[src/design/bsws_pkg.sv]
// ----------------------------------------------------------------------------
// bsws_pkg: shared types and constants for the bounded stack with search
// Operation and status codes, payload structs, controller/datapath bundles.
// ----------------------------------------------------------------------------
package bsws_pkg;

  localparam int DEPTH  = 128;
  localparam int ADDR_W = $clog2(DEPTH);
  localparam int CNT_W  = 8;              // fill level / capacity field width
  localparam int DATA_W = 32;

  localparam logic [CNT_W-1:0] CAP_RESET = CNT_W'(128);
  localparam logic [CNT_W-1:0] DEPTH_CNT = CNT_W'(DEPTH);

  typedef enum logic [1:0] {
    OP_PUSH = 2'd0,
    OP_POP  = 2'd1,
    OP_TOP  = 2'd2,
    OP_FIND = 2'd3
  } op_t;

  typedef enum logic [1:0] {
    ST_OK       = 2'd0,
    ST_OVERFLOW = 2'd1,
    ST_EMPTY    = 2'd2,
    ST_NOMATCH  = 2'd3
  } stat_t;

  typedef enum logic [1:0] {
    S_IDLE,
    S_READ,
    S_SCAN
  } state_t;

  typedef enum logic [1:0] {
    SEL_DIRECT,
    SEL_RDATA,
    SEL_SCAN
  } out_sel_t;

  typedef struct packed {
    op_t                      mode;
    logic signed [DATA_W-1:0] data_in;
  } in_t;

  typedef struct packed {
    logic signed [DATA_W-1:0] data_out;
    stat_t                    status;
    logic [CNT_W-1:0]         match_count;
    logic [CNT_W-1:0]         fill_level;
  } out_t;

  // controller -> datapath
  typedef struct packed {
    logic     capture;
    logic     push_wr;
    logic     rd_top;
    logic     dec;
    logic     scan_start;
    logic     scan_step;
    logic     out_load;
    out_sel_t out_sel;
    stat_t    out_code;
  } cmd_t;

  // datapath -> controller
  typedef struct packed {
    logic empty;
    logic full;
    logic scan_done;
  } sts_t;

endpackage

[src/design/bsws_ctrl.sv]
// ----------------------------------------------------------------------------
// bsws_ctrl: operation sequencer
// Runs the handshakes and steps the datapath through push, pop/top and scan.
// ----------------------------------------------------------------------------
module bsws_ctrl (
  input  logic               clk,
  input  logic               rst_n,
  input  logic               in_valid,
  output logic               in_ready,
  input  bsws_pkg::op_t      in_mode,
  output logic               out_valid,
  input  logic               out_ready,
  input  bsws_pkg::sts_t     sts,
  output bsws_pkg::cmd_t     cmd
);

  bsws_pkg::state_t state_r, state_nxt;
  logic             out_valid_r, out_valid_nxt;
  logic             fire;

  always_ff @(posedge clk) begin
    if (!rst_n) begin
      state_r     <= bsws_pkg::S_IDLE;
      out_valid_r <= 1'b0;
    end else begin
      state_r     <= state_nxt;
      out_valid_r <= out_valid_nxt;
    end
  end

  assign in_ready  = (state_r == bsws_pkg::S_IDLE) && (!out_valid_r || out_ready);
  assign fire      = in_valid && in_ready;
  assign out_valid = out_valid_r;

  always_comb begin
    state_nxt    = state_r;
    cmd          = '0;
    cmd.out_sel  = bsws_pkg::SEL_DIRECT;
    cmd.out_code = bsws_pkg::ST_OK;

    unique case (state_r)
      bsws_pkg::S_IDLE: begin
        if (fire) begin
          cmd.capture = 1'b1;
          unique case (in_mode)
            bsws_pkg::OP_PUSH: begin
              cmd.out_load = 1'b1;
              if (sts.full) begin
                cmd.out_code = bsws_pkg::ST_OVERFLOW;
              end else begin
                cmd.push_wr = 1'b1;
              end
            end
            bsws_pkg::OP_POP, bsws_pkg::OP_TOP: begin
              if (sts.empty) begin
                cmd.out_load = 1'b1;
                cmd.out_code = bsws_pkg::ST_EMPTY;
              end else begin
                cmd.rd_top = 1'b1;
                cmd.dec    = (in_mode == bsws_pkg::OP_POP);
                state_nxt  = bsws_pkg::S_READ;
              end
            end
            bsws_pkg::OP_FIND: begin
              if (sts.empty) begin
                cmd.out_load = 1'b1;
                cmd.out_code = bsws_pkg::ST_EMPTY;
              end else begin
                cmd.scan_start = 1'b1;
                state_nxt      = bsws_pkg::S_SCAN;
              end
            end
            default: ;
          endcase
        end
      end
      bsws_pkg::S_READ: begin
        cmd.out_load = 1'b1;
        cmd.out_sel  = bsws_pkg::SEL_RDATA;
        state_nxt    = bsws_pkg::S_IDLE;
      end
      bsws_pkg::S_SCAN: begin
        cmd.scan_step = 1'b1;
        if (sts.scan_done) begin
          cmd.out_load = 1'b1;
          cmd.out_sel  = bsws_pkg::SEL_SCAN;
          state_nxt    = bsws_pkg::S_IDLE;
        end
      end
      default: state_nxt = bsws_pkg::S_IDLE;
    endcase

    out_valid_nxt = (out_valid_r && !out_ready) || cmd.out_load;
  end

endmodule

[config.mk]
export PLATFORM = sky130hd
export DESIGN_NAME = bsws_ctrl
export DESIGN_NICKNAME = d
export VERILOG_FILES = /design/src/design/bsws_pkg.sv /design/src/design/bsws_ctrl.sv
export SDC_FILE = /design/constraint.sdc
export NUM_CORES = 1
export LEC_CHECK = 0
export BUFFER_PORTS_ARGS = -buffer_cell sky130_fd_sc_hd__buf_2
export CORE_AREA = 2 2 39 41
export CTS_BUF_LIST = sky130_fd_sc_hd__clkbuf_4
export CTS_CLUSTER_SIZE = 28
export DETAILED_ROUTE_END_ITERATION = 16
export DIE_AREA = 0 0 41 43
export PLACE_DENSITY = 0.56
export SLEW_MARGIN = 20
export SYNTH_ARGS = -nofsm -noshare
export SYNTH_HDL_FRONTEND = slang
export SYNTH_SLANG_ARGS = --single-unit
[constraint.sdc]
create_clock -name clk -period 1.1 [get_ports clk]
set_clock_uncertainty 0.2 [all_clocks]
set_input_delay 0.11 -clock clk [delete_from_list [all_inputs] [get_ports clk]]
set_output_delay 0.11 -clock clk [all_outputs]
set_load 0.05 [all_outputs]
==> impl_metrics.yaml, run 1 <==
status:
  status: "finished, violations left"
  violations: "setup timing"
clock_tree:
  path_clk_slew_ns: 0.04
  insertion_delay_ns: 0.23
  htreeDepth: 1
  clock_sinks: 3
  cts_tree: "yes"
  cts_buffers: 3
  clockBufferDepth: 2
  cts_root_buf: "clkbuf_4"
yosys:
  synth-edff-count: 0
  synth_cell_type_count: 22
  yosysTopAreaCell: "dfxtp_1"
  synth_cells: 35
  async_flop_share_pct: 0
  synth_ff_type: "dfxtp_1"
  synth_top_area_share_pct: 19.05
  synth.most_common_cell: "ha_1"
  ys_seq_area_share_pct: 19.05
  yosys_register_bits: 3
  synthTopCellsByArea: "dfxtp_1 19%, ha_1 16%, nor3b_2 7.9%"
  yosys_warnings: 0
  synth.avg_cell_area_um2: 9.009
  syn_nets: 48
  synthTopCellsByCount: "4 x ha_1, 3 x dfxtp_1, 3 x inv_1"
  syn-cell-area_um2: 315.3
worst_setup_path:
  crit_path_top_delay_cell: "dfxtp_2"
  cp_cell_sequence: "buf_4, and2b_2, a21oi_4, nand2_4, buf_8"
  slowest_delay_ns: 0.34
  crit_path_max_fanout: 2
  cp_num_buf_inv: 2
  setup.worst_path.end_class: "output port"
  cp-start-kind: "flop"
  criticalPathCategory: "flop to output port"
  required_ns: 0.79
  cpLargestDelayFamily: "flip-flops"
  worstPathArrival_ns: 1.29
sta:
  final-hold-violation-count: 0
  slew_headroom_pct: 86.35
  worst_slew_pin_slew_ns: 0.2048
  fmax_mhz: 623.2
  finalMaxSlewViolations: 0
  fin_crit_sh_pct: 145.9
  grt_setup_unrepaired: "true"
  setup_slack_ns: -0.5045
  setup_viol: 15
  whs_ns: 0.01216
  final.min_clock_period_ns: 1.605
drt:
  via_per_inst: 4.240
  drt_pre_antenna_iters: 3
  drtAntennaViolNets: 0
  drc: 0
  num_vias: 407
  wl_um: 1021
  wl_per_cell_um: 10.64
  drt-initial-drc-count: 6
pwr:
  max-vdd-ir-drop_v: 0.0004334
  leakagePower_nw: 0.4047
  p_per_area_nw_per_um2: 831.0
cells_and_area:
  layout-drive-gt1-share_pct: 80.00
  syn2layout_area_growth_pct: 159.5
  final_cells: 96
  diodes: 0
  fin_nets: 94
hold_path:
  hp-class: "input port to flop"
grt:
  grt_pass1_wl_um: 1552
  grt_max_degree: 9
  grt_pass1_vias: 387
  grt_overflow: 0
  antenna_found_initial: 0
  grt_usage_pct: 14.01
floorplanning:
  num_rows: 14
  ioPinCount: 22
  fp.dieH_um: 43
  fp.coreArea_um2: 1384
  start_util_pct: 22.78
  die_w_um: 41
  die-area_um2: 1763
placed_design:
  placed_cells: 85
  place_congestion: 0.7273
  portBuffers: 21
  dp_hpwl_um: 721.1
job:
  maxCapViolCount: 0
==> power breakdown <==
group | total (mW) | internal (mW) | switching [mW]
Combinational | 0.341 | 0.158 | 0.183
Clock | 0.220 | 0.161 | 0.0589
Sequential | 0.120 | 0.113 | 0.00650
==> path summary, 6_finish.rpt <==
path | start | end | slack, ns | cells past startpoint
setup / recovery | state_r[1] | cmd[4] | -0.50 | 5
hold / removal | sts[0] | state_r[1] | 0.01 | 3
setup reg to reg | state_r[1] | out_valid | -0.33 | 6
hold reg to reg | out_valid | out_valid | 0.44 | 3
==> cell type report <==
class                   instances  area (µm²)
repair buffers                 41       372.9
clock buffers                   4       30.03
flip-flops and latches          3       68.82
multi-input cells              28       311.5
well taps                      16       20.02
inverters                       4       15.01
fillers                       119       565.5
==> logic make-up (layout without fill, tap and decap cells) <==
kind of cell	Yosys count	count (layout)	synth area share, %
AOI/OAI and AO/OA	4	4	9.524
DFF	3	3	19.05
and+or+nand+nor	20	20	50.80
adders and majority gates	4	4	15.87
buffers and inverters	4	49	4.761
==> layer usage <==
metal	part of all wire, %	GRT usage [%]	wire [µm]	vias up
li1	-	-	-	208
met1	40	14.33	410	184
met2	53	21.25	546	13
met3	4.4	6.283	45	2
met4	1.9	10.00	19	0
met5	0	0	0	-
==> worst reg2reg max path, stage by stage (launching register included) <==
cell and delay, ns:
dfxtp_2 0.34, buf_4 0.11, and2b_2 0.24, a21oi_4 0.16
buf_6 0.12, buf_6 0.07, a31oi_1 0.07
==> per-stage QoR <==
stage / setup TNS (ns) / total power, mW / utilization, % / area [µm²] / worst slack, ns
after floorplan: -3.087 / 0.2986 / - / 384.1 / -0.4064
after global placement: -3.558 / 0.3945 / 43.85 / 606.8 / -0.3351
after detailed placement: -3.756 / 0.3967 / 43.85 / 606.8 / -0.3628
after CTS: -5.881 / 0.6744 / 56.15 / 777.0 / -0.5236
after global routing: -6.867 / 0.7211 / 59.13 / 818.3 / -0.5623
final: -6.137 / 0.6800 / 59.13 / 818.3 / -0.5045
==> state kept, by name, indices dropped and copies added, names as in the netlist <==
| name | count |
|---|---|
| out_valid | 1 |
| state_r | 2 |
==> placed cells by master (no fill, tap or decap), types with 2 or more instances in the layout <==
cell,Yosys,final
buf_4,0,13
clkbuf_4,0,4
buf_8,0,3
buf_2,0,8
nor3b_4,0,4
dfxtp_4,0,2
inv_1,3,3
ha_1,4,4
nand3b_1,2,2
nor2_2,0,2
buf_6,0,16
==> repair_timing <==
action,in CTS,in global routing
resized for setup,33,5
hold buffers,1,0
hold endpoints to repair,3,0
setup endpoints to repair,16,16
setup buffers,3,3
gates cloned,0,0
pin swaps,6,0
(Power assumes the default switching activity.)
==> inputs of run 2 (changes only) <==
--- a/config.mk
+++ b/config.mk
@@ -12,6 +12,7 @@
 export DETAILED_ROUTE_END_ITERATION = 16
 export DIE_AREA = 0 0 41 43
 export PLACE_DENSITY = 0.56
+export RECOVER_POWER = 25
 export SLEW_MARGIN = 20
 export SYNTH_ARGS = -nofsm -noshare
 export SYNTH_HDL_FRONTEND = slang
==> run 2 against run 1 <==
- the run still ends with setup timing left
- register-to-register slack is essentially flat
- routed wire length is the same
- worst hold slack is the same
- cell count is the same
- die area is the same
- sequential share of layout area shrank 0.28 points
- final area shrank 0.31%
- core utilization shrank 0.18 points
- combinational power is essentially flat
- via count is the same
- largest power group unchanged
==> impl_metrics.yaml, run 2 (synthesis gave the netlist of run 1 again) <==
worst_setup_path:
  crit_path_top_delay_cell: "dfxtp_2"
  setup.worst_path.end_class: "output port"
  crit_path_max_fanout: 2
  critical_path_depth: 5
  cp-start-kind: "flop"
  required_ns: 0.79
  cp_cell_sequence: "buf_4, and2b_2, a21oi_4, nand2_4, buf_8"
  worstPathArrival_ns: 1.29
  cpLargestDelayFamily: "flip-flops"
  worst-r2r-cell-count: 6
  criticalPathCategory: "flop to output port"
  cp_num_buf_inv: 2
  slowest_delay_ns: 0.34
clock_tree:
  insertion_delay_ns: 0.23
  cts_tree: "yes"
  clockBufferDepth: 2
  cts_buffers: 3
  htreeDepth: 1
  path_clk_slew_ns: 0.04
  clock_sinks: 3
  cts_root_buf: "clkbuf_4"
drt:
  wl_per_cell_um: 10.64
  wl_um: 1021
  drc: 0
  drtAntennaViolNets: 0
  num_vias: 407
  drt-initial-drc-count: 6
  via_per_inst: 4.240
  drt_pre_antenna_iters: 3
pwr:
  p_sw_mw: 0.2484
  seq_power_share_pct: 17.7
  clkPwrFrac_pct: 32.2
  max-vdd-ir-drop_v: 0.0004343
  power_frac_comb_pct: 50.0
  p_per_area_nw_per_um2: 834.3
  leakagePower_nw: 0.4044
  power_mw: 0.6806
  internal_power_mw: 0.4323
  swShare_pct: 36.49
sta:
  setup_viol: 15
  tns_ns: -6.143
  final-hold-violation-count: 0
  fin_crit_sh_pct: 145.9
  worst_slew_pin_slew_ns: 0.2048
  setup_slack_ns: -0.5045
  final.min_clock_period_ns: 1.605
  grt_setup_unrepaired: "true"
  finalMaxSlewViolations: 0
  slew_headroom_pct: 86.35
  whs_ns: 0.01216
  fmax_mhz: 623.2
cells_and_area:
  max_flop_register: "state_r"
  postLayoutCellArea_um2: 815.8
  final_cells: 96
  mostFrequentLayoutCells: "16 x buf_6, 13 x buf_4, 8 x buf_2"
  largest_reg_flops: 2
  diodes: 0
  syn2layout_area_growth_pct: 158.7
  layout-drive-gt1-share_pct: 80.00
  fin_nets: 94
  layout_commonest_cell: "buf_6"
grt:
  grt_pass1_wl_um: 1552
  grt_pass1_vias: 387
  grt_overflow: 0
  antenna_found_initial: 0
  grt_max_degree: 9
  grt_usage_pct: 14.01
placed_design:
  place_area_um2: 606.8
  placed_cells: 85
  dp_hpwl_um: 721.1
  place_congestion: 0.7273
  portBuffers: 21
floorplanning:
  num_rows: 14
  die_w_um: 41
  ioPinCount: 22
  die-area_um2: 1763
  start_util_pct: 22.78
  fp.dieH_um: 43
  fp.coreArea_um2: 1384
status:
  status: "finished, violations left"
  violations: "setup timing"
hold_path:
  hold_depth: 3
  hp-class: "input port to flop"
job:
  maxCapViolCount: 0
[run 2: cell types whose count changed in the layout (fill, tap and decap cells not counted)]
cell	previous run	this run
dfxtp_4	2	1
dfxtp_2	1	2
[run 2: routing by layer]
layer	GRT usage (%)	part of all wire, %
met5	0	0
met4	10.00	1.9
met3	6.283	4.4
met2	21.25	53
met1	14.33	40
[run 2: final cells by class]
| type | count | area (µm²) |
|---|---|---|
| fillers | 120 | 568.0 |
| multi-input cells | 28 | 311.5 |
| flip-flops and latches | 3 | 66.31 |
| well taps | 16 | 20.02 |
| repair buffers | 41 | 372.9 |
| inverters | 4 | 15.01 |
| clock buffers | 4 | 30.03 |
[run 2: what timing repair did]
item                       CTS  global route
hold buffers                 1             0
cloned                       0             0
hold endpoints to repair     3             0
resized for setup           33             5
pin swaps                    6             0
setup buffers                3             3
setup endpoints to repair   16            16
[run 2: power groups by stage]
stage / sequential [mW] / clock, mW / combinational (mW)
after global routing: 0.121 / 0.238 / 0.362
after global placement: 0.122 / 0 / 0.273
after floorplan: 0.134 / 0 / 0.164
final: 0.121 / 0.219 / 0.341
after detailed placement: 0.122 / 0 / 0.274
after CTS: 0.119 / 0.229 / 0.326
[run 2: through the flow]
| stage | setup slack [ns] | util [%] |
|---|---|---|
| after floorplan | -0.4064 | - |
| after global placement | -0.3351 | 43.85 |
| after detailed placement | -0.3628 | 43.85 |
| after CTS | -0.5236 | 56.15 |
| after global routing | -0.5623 | 58.95 |
| final | -0.5045 | 58.95 |
[run 2: final timing paths]
check        startpoint          to  slack (ns)
min              sts[0]  state_r[1]        0.01
max reg2reg  state_r[1]   out_valid       -0.33
max          state_r[1]      cmd[4]       -0.50
min reg2reg   out_valid   out_valid        0.43
[run 2: worst min-delay path, delay by kind of cell]
family          cells  cell delay (ns)
compound gates      1             0.06
simple gates        1             0.11
buf+inv             1             0.12
